**src/rtl/core/assert_macros.svh**
```systemverilog
// concurrent assertion helpers
`ifndef ASSERT_MACROS_SVH
`define ASSERT_MACROS_SVH

`ifndef SYNTH
`define ASSERT_IMPL(label, clk, rst, ante, cons) \
  label: assert property (@(posedge clk) disable iff (rst) (ante) |-> (cons)) \
    else $error("assertion failed");
`define ASSERT_NEXT(label, clk, rst, ante, cons) \
  label: assert property (@(posedge clk) disable iff (rst) (ante) |=> (cons)) \
    else $error("assertion failed");
`else
`define ASSERT_IMPL(label, clk, rst, ante, cons)
`define ASSERT_NEXT(label, clk, rst, ante, cons)
`endif

`endif

```
**src/rtl/core/qtp_pkg.sv**
```systemverilog
package qtp_pkg;

  localparam int COORD_WIDTH = 16;

  localparam int IN_W  = 16;
  localparam int PRM_W = 16;
  localparam int SP_W  = IN_W + PRM_W;
  localparam int S_W   = 20;
  localparam int C_W   = 36;
  localparam int P_W   = PRM_W + C_W;
  localparam int T_W   = 54;
  localparam int RT_W  = T_W - 28;
  localparam int R_W   = (COORD_WIDTH >= 28) ? COORD_WIDTH + 1 : 28;

  localparam int IN_TDATA_W  = ((3 * IN_W + 7) / 8) * 8;
  localparam int OUT_TDATA_W = ((3 * COORD_WIDTH + 7) / 8) * 8;

  localparam int CFG_IDX_W  = 3;
  localparam int CFG_DATA_W = 32;

  localparam logic [CFG_IDX_W-1:0] REG_TRANSLATION_XY = 3'd0;
  localparam logic [CFG_IDX_W-1:0] REG_TRANSLATION_Z  = 3'd1;
  localparam logic [CFG_IDX_W-1:0] REG_ROTATION_WX    = 3'd2;
  localparam logic [CFG_IDX_W-1:0] REG_ROTATION_YZ    = 3'd3;
  localparam logic [CFG_IDX_W-1:0] REG_SCALE_XY       = 3'd4;
  localparam logic [CFG_IDX_W-1:0] REG_SCALE_Z        = 3'd5;

  localparam logic [31:0] RST_TRANSLATION_XY = 32'h0000_0000;
  localparam logic [15:0] RST_TRANSLATION_Z  = 16'h0000;
  localparam logic [31:0] RST_ROTATION_WX    = 32'h4000_0000;
  localparam logic [31:0] RST_ROTATION_YZ    = 32'h0000_0000;
  localparam logic [31:0] RST_SCALE_XY       = 32'h1000_1000;
  localparam logic [15:0] RST_SCALE_Z        = 16'h1000;

  localparam logic signed [R_W-1:0] R_HI = R_W'((64'sd1 <<< (COORD_WIDTH - 1)) - 64'sd1);
  localparam logic signed [R_W-1:0] R_LO = -R_HI - R_W'(1);

  localparam logic [COORD_WIDTH-1:0] SAT_HI = COORD_WIDTH'(R_HI);
  localparam logic [COORD_WIDTH-1:0] SAT_LO = COORD_WIDTH'(R_LO);

  typedef struct packed {
    logic [COORD_WIDTH-1:0] value;
    logic                   clipped;
  } sat_t;

endpackage

```
**src/rtl/core/qtp_saturate.sv**
```systemverilog
module qtp_saturate (
  input  logic signed [qtp_pkg::R_W-1:0] r,
  output qtp_pkg::sat_t                  res
);

  always_comb begin
    if (r > qtp_pkg::R_HI) begin
      res.value   = qtp_pkg::SAT_HI;
      res.clipped = 1'b1;
    end else if (r < qtp_pkg::R_LO) begin
      res.value   = qtp_pkg::SAT_LO;
      res.clipped = 1'b1;
    end else begin
      res.value   = r[qtp_pkg::COORD_WIDTH-1:0];
      res.clipped = 1'b0;
    end
  end

endmodule

```
**config.mk**
```make
export PLATFORM = sky130hd
export DESIGN_NAME = qtp_saturate
export DESIGN_NICKNAME = d
export VERILOG_FILES = /design/src/rtl/core/assert_macros.svh /design/src/rtl/core/qtp_pkg.sv /design/src/rtl/core/qtp_saturate.sv
export SDC_FILE = /design/constraint.sdc
export NUM_CORES = 1
export LEC_CHECK = 0
export ABC_CLOCK_PERIOD_IN_PS = 2500
export BUFFER_PORTS_ARGS = -buffer_cell sky130_fd_sc_hd__buf_2
export CORE_AREA = 4 4 41 43
export DETAILED_ROUTE_END_ITERATION = 7
export DIE_AREA = 0 0 45 47
export PLACE_DENSITY = 0.55
export REMOVE_ABC_BUFFERS = 1
export SKIP_LAST_GASP = 1
export SYNTH_ARGS = -nofsm -noshare
export SYNTH_HDL_FRONTEND = slang
export SYNTH_SLANG_ARGS = --single-unit
```
**constraint.sdc**
```tcl
create_clock -name vclk -period 2.5
set_input_delay 0.625 -clock vclk [all_inputs]
set_output_delay 0.625 -clock vclk [all_outputs]
set_load 0.1 [all_outputs]
```
# Word level (Yosys, flattened, before mapping)
# Cells that the tools add are included.
# W data, S select, Z words.
# totals
in_bits	28
mem_count	0
latchBits	0
rom_bits	0
elab_cells	4
register_bits	0
output_inout_bits	17
mem_bits_rw	0
# op_classes
reduce_logical	0
multipliers	0
n_shift	0
mux	2
div	0
order_cmp	2
bitwise	0
add_sub_neg	0
eq_ne	0
# ops
cell	n
$mux W17	2
$gt A28 B16 Y1 const B	1
$lt A28 B16 Y1 const B	1

# Depth between registers and ports, before layout
# Gate-level depths: netlist (run 1).
# logic_depth
depth_word	3
ltp_mapped	4
ltp_nobuf	3

# Worst setup path before layout (run 1)
# OpenSTA, ideal clock, no wires.
# synth_path
path_type	input to output
startpoint	input r[21] (netlist name)
endpoint	output res[10] (netlist name)
path_buffers	1
t_arrival_ns	1.971
setup_slack_ns	-0.096
stages	4
required_ns	1.875
cell_sequence	nand4_1 -> o31ai_4 -> buf_6 -> a21o_1
# synth_lines
element	line_no	source
from (decl)	qtp_saturate.sv:2	input logic signed [qtp_pkg::R_W-1:0] r,
to (decl)	qtp_saturate.sv:3	output qtp_pkg::sat_t res

==> results of run 1 <==
## per-layer routing
layer	routed length [um]	part of all wire
met1	365	0.37
met2	453	0.46
met5	0	0
met4	0	0
met3	173	0.17
## worst min-delay path, stage by stage
cell and delay (ps):
buf_2 80, a21o_2 130, buf_12 170
## cells by family after synthesis
logic type	share of synthesized area
compound gates	0.6763
buf+inv	0.1214
simple gates	0.2023
## Yosys cell counts
cell,number
a21o_1,10
a21o_2,5
a31oi_1,1
buf_6,2
clkbuf_1,1
nand2b_1,1
nand4_1,3
nor4_1,3
o31ai_4,1
## cell type report
class,count,area (sq um),area share
repair buffers,47,493.0,0.7023
multi-input cells,24,190.2,0.2709
well taps,15,18.77,0.02674
## stage by stage
step | hold WS, ps | instance area, sq um | std cells
global route | 1642 | 701.9 | 86
floorplan | 1250 | 190.2 | 24
finish | 1625 | 701.9 | 86
detailed placement | 1627 | 701.9 | 86
CTS | 1632 | 701.9 | 86
global placement | 1627 | 701.9 | 86
## power breakdown
group	internal, mW	total [mW]	switching, mW	leakage, nW
clock network	0	0	0	0
logic	0.0964	0.264	0.168	0.379
registers	0	0	0	0
## path summary, 6_finish.rpt
kind	from	endpoint	slack, ps	cells past startpoint
worst max-delay path	r[25]	res[1]	110	6
worst min-delay path	r[2]	res[3]	1630	3
==> out/results.tsv, run 1 <==
metric	value	unit
slew_headroom	0.6793	
gp_congestion	0.6642	
crit_family	buffers and inverters	
ios	45	
grt.met3_usage	0.02299	
vias	400	
critical_path.endpoint_type	output pin	
drive_gt1_frac	0.7465	
grt_pass1_wl	1697	um
grt_overflow	0	
fp-row-count	13	
synth_area_leaders	a21o_1 35%, a21o_2 20%, buf_6 10%	
grt_pass1_vias	399	
final-setup-viol-count	0	
die_x	45	um
synth_cell_types	9	
diodes	0	
final_common_cell	buf_2	
worstHoldPathType	input port to output pin	
start_util	0.1663	
drcViolationCount	0	
powerDensity	376.5	nW/um^2
min_period	2394	ps
grt.met2_usage	0.1864	
status	completed	
slowest_delay	320	ps
routedWlPerCell	11.53	um
p_total	264.3	uW
post-route-period-util	0.9575	
core-area	1301	sq um
synth_seq_area_share	0	
grt_usage	0.1007	
cp_slowest_cell	nor4_1	
synth_top_area_frac	0.3468	
final_hold_viol_count	0	
grt_max_degree	17	
die_h	47	um
clock_buffers	0	
drtIter0Drc	2	
syn_area_per_cell	8.017	sq um
report.final.slew_viol_count	0	
worst_pin_slew	484.3	ps
worstPathArrival	1770	ps
crit_fanout	16	
path_cells	buf_2, nor4_1, a31oi_1, buf_4, a21o_2, buf_12	
drtPass1Iterations	2	
critical_path.startpoint_type	input port	
wl	992	um
top_usage_layer	met2	
worstPathRequired	1880	ps
syn-instance-count	27	
io_buffers	45	
path_class	input port to output pin	
fin_setup_tns	0	ps
seq_cell_count	0	
place_worst_setup_slack	93.92	ps
cts_resized	0	
p_leak	0.3785	nW
final_cell_mix	29 x buf_2, 17 x buf_12, 10 x a21o_1, 5 x a21o_2	
utilization	0.5394	
ir_drop	0.1429	mV
routed_via_density	4.651	
fmax	417.8	MHz
fill_cells	130	
fin_ws	106.3	ps
maxCapViolations	0	
die_area	2115	sq um
postRouteAntennaNets	0	
antenna_found_initial	0	
ff_latch_area	0	sq um
path_buf_inv	3	
cts_hold_buffers	0	
grt_util_met1	0.1258	
area_growth	224.3	%
finalNetCount	101	
cts_setup_buffers	0	
yosysTopAreaCell	a21o_1	
ys_warn_count	0	
rsz0062_at_grt	false	
syn_area	216.5	sq um
Power figures use the tool's default switching activity.
==> inputs of run 2 (changes only) <==
--- a/config.mk
+++ b/config.mk
@@ -6,10 +6,12 @@
 export NUM_CORES = 1
 export LEC_CHECK = 0
 export ABC_CLOCK_PERIOD_IN_PS = 2500
-export BUFFER_PORTS_ARGS = -buffer_cell sky130_fd_sc_hd__buf_2
+export CELL_PAD_IN_SITES_DETAIL_PLACEMENT = 1
+export CELL_PAD_IN_SITES_GLOBAL_PLACEMENT = 2
 export CORE_AREA = 4 4 41 43
 export DETAILED_ROUTE_END_ITERATION = 7
 export DIE_AREA = 0 0 45 47
+export DONT_BUFFER_PORTS = 1
 export PLACE_DENSITY = 0.55
 export REMOVE_ABC_BUFFERS = 1
 export SKIP_LAST_GASP = 1
==> out/results.tsv, run 2 (same netlist as run 1, synthesis figures left out) <==
metric	value	unit	change
drcViolationCount	0		unchanged
start_util	0.1663		unchanged
final_hold_viol_count	0		unchanged
die_h	47	um	unchanged
whs_path_depth	0		-3
drtPass1Iterations	3		+1
fmax	446.6	MHz	+6.9%
drive_gt1_frac	0.5714		-0.1751
stdcell_area	544.3	sq um	-22%
postRouteAntennaNets	0		unchanged
fill_cells	142		+9.2%
post-route-period-util	0.8958		-0.06173
multi_input_area	190.2	sq um	unchanged
grt_pass1_wl	1524	um	-10%
dpl_cell_area	544.3	sq um	-22%
critical_path.startpoint_type	input port		
finalNetCount	72		-29%
grt_overflow	0		unchanged
rsz0062_at_grt	false		
maxCapViolations	0		unchanged
cts_resized	0		unchanged
fp-row-count	13		unchanged
final_cell_mix	16 x buf_12, 10 x a21o_1, 5 x a21o_2, 3 x nand4_1, 3 x nor4_1		
gp_congestion	0.7554		+14%
status	completed		
worstPathArrival	1610	ps	-160 ps
report.final.slew_viol_count	0		unchanged
path_class	input port to output pin		
ir_drop	0.08588	mV	-40%
critical_path.endpoint_type	output pin		
routedWlPerCell	20.93	um	+81%
core-area	1301	sq um	unchanged
io_buffers	0		-100%
area_growth	151.4	%	
fin_setup_tns	0	ps	unchanged
p_leak	0.2598	nW	-31%
cts_hold_buffers	0		unchanged
clock_buffers	0		unchanged
die_area	2115	sq um	unchanged
cts_setup_buffers	0		unchanged
drtIter0Drc	2		unchanged
antenna_found_initial	0		unchanged
grt_pass1_vias	326		-18%
die_x	45	um	unchanged
powerDensity	428.5	nW/um^2	+14%
crit_fanout	16		unchanged
ff_latch_area	0	sq um	unchanged
utilization	0.4183		-0.1212
startpoint	r[21]		
worstPathRequired	1880	ps	about the same
wl	1193	um	+20%
critPathCapture	res[10]		
final_common_cell	buf_12		
diodes	0		unchanged
routed_via_density	5.281		+14%
grt_max_degree	17		unchanged
worst_pin_slew	251.4	ps	-233.0 ps
final-setup-viol-count	0		unchanged
vias	301		-25%
slew_headroom	0.8309		+0.1516
worstHoldPathType	input port to output pin		
grt_usage	0.1015		+0.0007868
ios	45		unchanged
seq_cell_count	0		unchanged
min_period	2239	ps	-154.3 ps
==> run 2: through the flow <==
step	setup WS, ps	cells	hold slack, ps	total power, mW
final	260.6	57	1251	0.2332
after global routing	137.9	57	1251	0.2383
after CTS	244.1	57	1251	0.2352
after detailed placement	243.4	57	1251	0.2349
after global placement	297.7	57	1251	0.2311
after floorplan	-387.1	24	1250	0.1485
==> run 2: how the worst min path moves through the flow <==
| stage | start | slack [ps] | to |
|---|---|---|---|
| 2_1_floorplan | r[27] | 1250 | res[16] |
| 3_3_place_gp | r[27] | 1250 | res[16] |
| 3_5_place_dp | r[27] | 1250 | res[16] |
| 4_1_cts | r[27] | 1250 | res[16] |
| 5_1_grt | r[27] | 1250 | res[16] |
| 6_report | r[27] | 1250 | res[16] |
==> run 2: per-layer routing <==
metal  GRT usage  vias to the layer above  part of all wire
met5           0                        -                 0
met4           0                        0                 0
met3     0.01533                        0              0.16
met2      0.2316                       35              0.58
met1     0.09663                      127              0.26
li1            -                      139                 -
==> run 2: worst max-delay path: stages <==
cell     delay, ps
nand4_1        120
o31ai_4        250
buf_4          230
a21o_1         190
buf_12         180
==> run 2: power breakdown <==
group | internal [mW] | total [mW] | switching, mW | leakage, nW
clock network | 0 | 0 | 0 | 0
registers | 0 | 0 | 0 | 0
logic | 0.0787 | 0.233 | 0.154 | 0.260
==> run 2: final cells by class <==
| type | count | share of cell area |
|---|---|---|
| Timing Repair Buffer | 18 | 0.6161 |
| Multi-Input combinational cell | 24 | 0.3494 |
| Tap cell | 15 | 0.03448 |
==> inputs of run 3 (changes only) <==
--- a/config.mk
+++ b/config.mk
@@ -5,6 +5,7 @@
 export SDC_FILE = /design/constraint.sdc
 export NUM_CORES = 1
 export LEC_CHECK = 0
+export ABC_AREA = 1
 export ABC_CLOCK_PERIOD_IN_PS = 2500
 export CELL_PAD_IN_SITES_DETAIL_PLACEMENT = 1
 export CELL_PAD_IN_SITES_GLOBAL_PLACEMENT = 2
@@ -12,7 +13,7 @@
 export DETAILED_ROUTE_END_ITERATION = 7
 export DIE_AREA = 0 0 45 47
 export DONT_BUFFER_PORTS = 1
-export PLACE_DENSITY = 0.55
+export PLACE_DENSITY = 0.71
 export REMOVE_ABC_BUFFERS = 1
 export SKIP_LAST_GASP = 1
 export SYNTH_ARGS = -nofsm -noshare
==> out/results.tsv, run 3 <==
metric	value	unit	change
status	completed		
utilization	0.4298		+0.01154
worstPathArrival	1400	ps	-210 ps
drtPass1Iterations	1		-2
worstPathRequired	1880	ps	about the same
drcViolationCount	0		unchanged
muxShareOfSynthArea	0		unchanged
syn_area	262.8	sq um	+21%
synthSimpleGateAreaFrac	0.8714		+0.6691
synth_seq_area_share	0		unchanged
critical_path.startpoint_type	input port		
finalNetCount	101		+40%
min_period	2027	ps	-212.1 ps
postRouteAntennaNets	0		unchanged
diodes	0		unchanged
place_hpwl	969.2	um	
place_worst_setup_slack	440.9	ps	+197.5 ps
synth_xor_area_frac	0		unchanged
p_leak	0.2785	nW	+7.2%
synth_fa_ha_area_frac	0		unchanged
antenna_found_initial	0		unchanged
start_util	0.2019		+0.03558
maxCapViolations	0		unchanged
synth_area_leaders	nand2_1 57%, nor2_1 13%, nand2_4 8.6%		
die_x	45	um	unchanged
fin_setup_tns	0	ps	unchanged
clock_buffers	0		unchanged
worst_pin_slew	280.4	ps	+29.02 ps
ir_drop	0.1471	mV	+71%
drtIter0Drc	0		-2
grt_max_degree	17		unchanged
final_hold_viol_count	0		unchanged
cts_resized	0		unchanged
critical_path.endpoint_type	output pin		
report.final.slew_viol_count	0		unchanged
die_area	2115	sq um	unchanged
seq_cell_count	0		unchanged
die_h	47	um	unchanged
powerDensity	408.1	nW/um^2	-4.8%
grt_pass1_wl	1531	um	+0.46%
syn_area_per_cell	4.530	sq um	-43%
fin_ws	472.8	ps	+212.1 ps
final_cell_mix	40 x nand2_1, 15 x buf_12, 9 x nor2_1, 2 x nand2_4		
place_inst	86		+51%
final-setup-viol-count	0		unchanged
post-route-period-util	0.8109		-0.08486
syn-instance-count	58		+110%
synth_top_area_frac	0.5714		+0.2246
area_growth	112.9	%	
worstHoldPathType	input port to output pin		
core-area	1301	sq um	unchanged
synth_most_common_cell	nand2_1		
crit_fanout	16		unchanged
drive_gt1_frac	0.2817		-0.2897
routed_via_density	4.465		-15%
slew_headroom	0.8146		-0.01627
grt_overflow	0		unchanged
p_total	228.2	uW	-2.1%
ys_warn_count	0		unchanged
ios	45		unchanged
stdcell_count	86		+51%
synth_compound_area_frac	0		-0.6763
fp-row-count	13		unchanged
yosysTopAreaCell	nand2_1		
grt_pass1_vias	379		+16%
vias	384		+28%
routedWlPerCell	11.80	um	-44%
synth_cell_types	10		+1
yosys-top-cells-count	40 x nand2_1, 9 x nor2_1, 2 x nand2_4		
gp_congestion	0.5831		-23%
cts_hold_buffers	0		unchanged
synth_top_family_by_area	simple AND/OR/NAND/NOR gates		
fmax	493.3	MHz	+10%
ff_latch_area	0	sq um	unchanged
rsz0062_at_grt	false		
cts_setup_buffers	0		unchanged
io_buffers	0		unchanged
grt_usage	0.09205		-0.009441
wl	1015	um	-15%
final_common_cell	nand2_1		
path_class	input port to output pin		
run 3: cell count changes after synthesis, sizes merged, moves of 3 or more:
cell	before	now
a21o	15	0
nand2	0	42
nor2	0	10
nand4	3	0
nor4	3	0
run 3: critical path, cell delays in order:
cell     delay (ps)
nor2_1           80
nand2_1          60
nor2_1           90
nand2_1          80
nand2_4         150
nand2_1          70
buf_4           230
run 3: worst paths after layout:
kind / startpoint / to / slack, ps / cells past startpoint
worst max-delay path: r[26] / res[0] / 470 / 7
worst min-delay path: r[27] / res[16] / 1250 / 0
run 3: logic make-up after synthesis:
logic type | count (synthesis)
buffers and inverters | 4
and+or+nand+nor | 54
run 3: metrics by stage:
step	hold slack [ps]	area (sq um)
floorplan	1250	232.7
global placement	1251	559.3
detailed placement	1251	559.3
CTS	1251	559.3
global route	1250	559.3
finish	1250	559.3
run 3: where the power goes:
part | switching [mW] | total, mW | internal, mW
clock network | 0 | 0 | 0
registers | 0 | 0 | 0
logic | 0.157 | 0.228 | 0.0712
total | 0.157 | 0.228 | 0.0712
run 3: final cells by class:
class                           count  area, sq um
Fill cell                         177        742.0
Timing Repair Buffer               16        307.8
Multi-Input combinational cell     54        229.0
Tap cell                           15        18.77
Inverter                            1        3.754
run 3: routing by layer:
metal	GRT usage	vias up	share of wire
met5	0	-	0
met4	0	0	0
met3	0.007663	0	0.095
met2	0.1949	18	0.61
met1	0.1034	169	0.29
li1	-	197	-
